<file path="src/sv/contrast_stretch_8bit_core_macros.svh">
// ----------------------------------------------------------------------------
// contrast_stretch_8bit_core assertion macros
// Shared concurrent assertion forms, clocked on clk and held off in reset.
// ----------------------------------------------------------------------------
`ifndef CONTRAST_STRETCH_8BIT_CORE_MACROS_SVH
`define CONTRAST_STRETCH_8BIT_CORE_MACROS_SVH

// Consequent must hold in the same cycle as the antecedent.
`define CS8_ASSERT_SAME(label, ante, cons) \
  label: assert property (@(posedge clk) disable iff (!rst_n) (ante) |-> (cons)) \
    else $error("cs8 assertion failed");

// Consequent must hold in the cycle after the antecedent.
`define CS8_ASSERT_NEXT(label, ante, cons) \
  label: assert property (@(posedge clk) disable iff (!rst_n) (ante) |=> (cons)) \
    else $error("cs8 assertion failed");

`endif

</file>
<file path="src/sv/cs8_pkg.sv">
// ----------------------------------------------------------------------------
// cs8_pkg
// Constants and interface types shared by the contrast stretch core.
// ----------------------------------------------------------------------------
`default_nettype none

package cs8_pkg;

  // Buffer capacity in pixels
  localparam int MAX_PIXELS = 4096;
  localparam int ADDR_W     = (MAX_PIXELS > 1) ? $clog2(MAX_PIXELS) : 1;
  localparam int CNT_W      = $clog2(MAX_PIXELS + 1);

  localparam int PIX_W      = 8;
  localparam int NUM_W      = 17;   // 510*255 + 255 fits in 17 bits
  localparam int QSTEPS     = 8;    // quotient bits, one per cycle
  localparam int STEP_W     = $clog2(QSTEPS);

  localparam logic [PIX_W-1:0] PIX_MIN_INIT = 8'd255;
  localparam logic [PIX_W-1:0] PIX_MAX_INIT = 8'd0;
  localparam logic [PIX_W-1:0] PIX_FLAT     = 8'd128;
  localparam logic [NUM_W-1:0] SCALE_2X     = 17'd510;

  // Buffer access from the control logic
  typedef struct packed {
    logic              we;
    logic [ADDR_W-1:0] waddr;
    logic [PIX_W-1:0]  wdata;
    logic              re;
    logic [ADDR_W-1:0] raddr;
  } pbuf_req_t;

  // Stretch unit request
  typedef struct packed {
    logic             start;
    logic [PIX_W-1:0] pix;
    logic [PIX_W-1:0] lo;
    logic [PIX_W-1:0] span;
  } stretch_req_t;

  // Stretch unit response
  typedef struct packed {
    logic             done;
    logic [PIX_W-1:0] quo;
  } stretch_rsp_t;

endpackage

`default_nettype wire

</file>
<file path="src/sv/cs8_stretch.sv">
// ----------------------------------------------------------------------------
// cs8_stretch
// Scales one pixel: floor((510*(p-lo) + span) / (2*span)), one quotient bit
// per cycle by restoring division.
// ----------------------------------------------------------------------------
`default_nettype none

module cs8_stretch (
  input  wire logic                  clk,
  input  wire logic                  rst_n,
  input  wire cs8_pkg::stretch_req_t req,
  output cs8_pkg::stretch_rsp_t      rsp
);
  import cs8_pkg::*;

  logic              busy_r,  busy_nxt;
  logic              done_r,  done_nxt;
  logic [STEP_W-1:0] step_r,  step_nxt;
  logic [NUM_W-1:0]  rem_r,   rem_nxt;
  logic [NUM_W-1:0]  dsh_r,   dsh_nxt;
  logic [PIX_W-1:0]  quo_r,   quo_nxt;
  logic [PIX_W-1:0]  diff;
  logic              fits;

  // clamp below the minimum (cannot happen for stored pixels)
  assign diff = (req.pix >= req.lo) ? (req.pix - req.lo) : '0;
  assign fits = (rem_r >= dsh_r);

  // numerator setup, then one compare/subtract per cycle
  always_comb begin
    busy_nxt = busy_r;
    done_nxt = 1'b0;
    step_nxt = step_r;
    rem_nxt  = rem_r;
    dsh_nxt  = dsh_r;
    quo_nxt  = quo_r;
    if (req.start) begin
      busy_nxt = 1'b1;
      step_nxt = '0;
      rem_nxt  = NUM_W'(diff) * SCALE_2X + NUM_W'(req.span);
      // 2*span shifted up by QSTEPS-1
      dsh_nxt  = NUM_W'({req.span, 1'b0}) << (QSTEPS - 1);
      quo_nxt  = '0;
    end else if (busy_r) begin
      if (fits) begin
        rem_nxt = rem_r - dsh_r;
      end
      quo_nxt = {quo_r[PIX_W-2:0], fits};
      dsh_nxt = dsh_r >> 1;
      if (step_r == STEP_W'(QSTEPS - 1)) begin
        busy_nxt = 1'b0;
        done_nxt = 1'b1;
      end else begin
        step_nxt = step_r + STEP_W'(1);
      end
    end
  end

  // control state
  always_ff @(posedge clk) begin
    if (!rst_n) begin
      busy_r <= 1'b0;
      done_r <= 1'b0;
      step_r <= '0;
    end else begin
      busy_r <= busy_nxt;
      done_r <= done_nxt;
      step_r <= step_nxt;
    end
  end

  // datapath
  always_ff @(posedge clk) begin
    rem_r <= rem_nxt;
    dsh_r <= dsh_nxt;
    quo_r <= quo_nxt;
  end

  assign rsp.done = done_r;
  assign rsp.quo  = quo_r;

endmodule

`default_nettype wire
</file>
<file path="config.mk">
export PLATFORM = sky130hd
export DESIGN_NAME = cs8_stretch
export DESIGN_NICKNAME = d
export VERILOG_FILES = /design/src/sv/contrast_stretch_8bit_core_macros.svh /design/src/sv/cs8_pkg.sv /design/src/sv/cs8_stretch.sv
export SDC_FILE = /design/constraint.sdc
export NUM_CORES = 1
export LEC_CHECK = 0
export BUFFER_PORTS_ARGS = -buffer_cell sky130_fd_sc_hd__buf_2
export CORE_MARGIN = 2
export CORE_UTILIZATION = 60
export CTS_CLUSTER_SIZE = 8
export DETAILED_ROUTE_END_ITERATION = 16
export PLACE_DENSITY_LB_ADDON = 0.12
export SLEW_MARGIN = 20
export SYNTH_ARGS = -nofsm -noshare
export SYNTH_HDL_FRONTEND = slang
export SYNTH_SLANG_ARGS = --single-unit
</file>
<file path="constraint.sdc">
create_clock -name clk -period 9.9 [get_ports clk]
set_clock_uncertainty 0.05 [all_clocks]
set_input_delay 0 -clock clk [delete_from_list [all_inputs] [get_ports clk]]
set_output_delay 0 -clock clk [all_outputs]
set_load 0.005 [all_outputs]
</file>
==> results.ini <==
[route]
vias_per_cell = 5.61
drt_iter0_drc = 192
drcViolationCount = 0
drt-total-wl_um = 11000
wl_per_cell_um = 14.8
vias = 4154
antenna_left = 0
dr.pass1.iters = 4

[logic_synthesis]
synth_common_cells = 89 x inv_1, 71 x ha_1, 44 x nand2_1
synthTopCellsByArea = ha_1 17%, edfxtp_1 14%, fa_1 12%, dfxtp_1 7.9%, inv_1 6.3%
synth_most_common_cell = inv_1
syn_nets = 726
yosysSeqAreaShare_pct = 22.0
synth_edf_count = 25
syn_area_sq_mm = 0.00532
synth_flop_cell = edfxtp_1
syn-instance-count = 596
ys_warn_count = 0
synth_area_leader_cell = ha_1
synth_seq_cells = 46
avgSynthCellArea_sq_um = 8.93
yosysTopAreaCellShare_pct = 16.7
async_flop_share_pct = 0
ys_types = 59

[place]
dpl.hpwl_um = 8870
gp_congestion = 0.823
io_buffer_count = 35
pre_cts_ws_ps = 2990
dp_cells = 724

[global_route]
grt.overflow.total = 0
grt_util_all_layers_pct = 24.5
antenna_found_initial = 0
grt_max_degree = 59
grt_pass1_wl_um = 19500
grt_pass1_vias = 4347

[sta]
report.final.slew_viol_count = 0
fin_setup_tns_ps = 0
setup_violations = 0
finalHoldViolCount = 0
slew-limit-headroom_pct = 47.8
grt_setup_unrepaired = false
fin_crit_sh_pct = 66.6
clock.fmax_mhz = 152
layout_setup_ws_ps = 3300
hold_slack_ps = 25.4
tightestPinTransition_ps = 780
period_needed_ps = 6600

[worst_setup_path]
crit_type = in -> reg
arrival_ps = 6730
cp-endpoint = rem_r[16]
required_ps = 10030
path_max_fanout = 15
start_kind = input port
cp-startpoint = req[16]
cp-end-kind = flop
rrSetupSlack_ps = 6960
r2r-end = rem_r[16]
r2r-start = rem_r[0]
r2r_cells = 10

[status]
status = completed

[cts]
clkTransAtPathRegs_ps = 90
clk_latency_ps = 310
ctsResizeCount = 0
ctsLongestPathBuffers = 2
ctsRootBufferMaster = clkbuf_8
cts_made_buffers = 5
htreeDepth = 2
cts_tree = done
clkSinkCount = 46
post_cts_buffers = 0

[job]
maxCapViolCount = 0

[finish]
drive_gt1_share_pct = 9.18
diodes = 0
fin_nets = 761
instances_no_fill = 740
area_growth_pct = 8.37

[floorplan]
coreArea_sq_mm = 0.00868
start_util_pct = 61.3
ios = 36
die_h_um = 98.2
die_area_sq_mm = 0.00964
rows = 34
die_w_um = 98.2

[worst_hold_path]
min_path_type = in -> reg

-- metal layers --
| layer | GRT usage (%) | part of all wire [%] | vias to the layer above |
|---|---|---|---|
| met4 | 7.17 | 2.1 | 0 |
| li1 | - | - | 2127 |
| met1 | 29.2 | 43 | 1942 |
| met3 | 2.00 | 2.4 | 18 |
| met5 | 0 | 0 | - |
| met2 | 46.7 | 53 | 67 |
-- layout by cell type (no fill, tap or decap), types with 4 or more instances in the layout --
cell type and instances:
xnor2_1 21, nor4_1 4, nand4_1 7, nand3_1 8, inv_1 89, a21o_1 20, a31oi_1 6, xor2_1 16
edfxtp_1 25, o21a_1 6, dfxtp_1 21, fa_1 32, o211ai_1 5, a211o_1 5, ha_1 71, a21oi_1 29
and2_1 12, nand2_1 44, a211oi_1 6, nor3_1 6, nor2b_1 10, a22o_1 6, nor2_1 36, buf_2 35
o21ai_0 19, dlygate4sd3_1 8, clkbuf_8 5, and3_1 7, mux2i_1 21
-- flip-flops by register name (all words and copies together), names as in the netlist --
name and count:
busy_r 1, done_r 1, dsh_r 16, quo_r 8
rem_r 17, step_r 3
-- stage by stage --
stage / instance area [sq um] / utilization (%)
final: 5770 / 66.5
after global routing: 5770 / 66.5
after CTS: 5770 / 66.5
after detailed placement: 5580 / 64.3
after global placement: 5580 / 64.3
after floorplan: 5320 / -
-- how the worst min path moves through the flow --
stage,slack [ps],cells past startpoint,start,to
floorplan,70,1,rst_n,busy_r
detailed placement,190,2,rst_n,busy_r
CTS,7,2,req[2],dsh_r[10]
global route,40,2,req[2],dsh_r[10]
finish,30,2,req[2],dsh_r[10]
global placement,190,2,rst_n,busy_r
-- repair_timing --
action,CTS,global route
hold buffers,8,0
setup endpoints to repair,0,0
hold endpoints to repair,13,0
-- worst max-delay path: stages --
cell       delay (ps)
buf_2             100
inv_1              40
ha_1              150
inv_1              50
fa_1              390
a21o_1            170
a21oi_1           200
o21ai_0           110
a21oi_1           210
o21ai_0           100
a21o_1            310
and2_1            250
fa_1              540
inv_1              80
fa_1              540
inv_1              50
fa_1              530
inv_1              50
fa_1              520
inv_1              40
ha_1              460
nand3_1           140
o211ai_2          270
nand4_1           180
and4_1            260
a2111oi_0         650
a211o_1           220
a211o_1           110
-- kinds of logic after synthesis --
group	count (synthesis)	synth area share, %
compound gates	132	17.5
buf+inv	107	7.66
xor+xnor	37	6.09
fa+ha+maj	103	28.7
simple gates	148	13.7
flops	46	22.0
mux	23	4.37
-- layout make-up --
cell class,instances,area [sq um]
multi-input cells,443,3740
repair buffers,45,270
flip-flops and latches,46,1170
clock buffers,6,72.6
inverters,90,338
fillers,744,2910
well taps,108,135
clock inverters,2,37.5
Power is not shown: default switching activity piles up to over one toggle a cycle in this logic, so the estimate is an artifact.
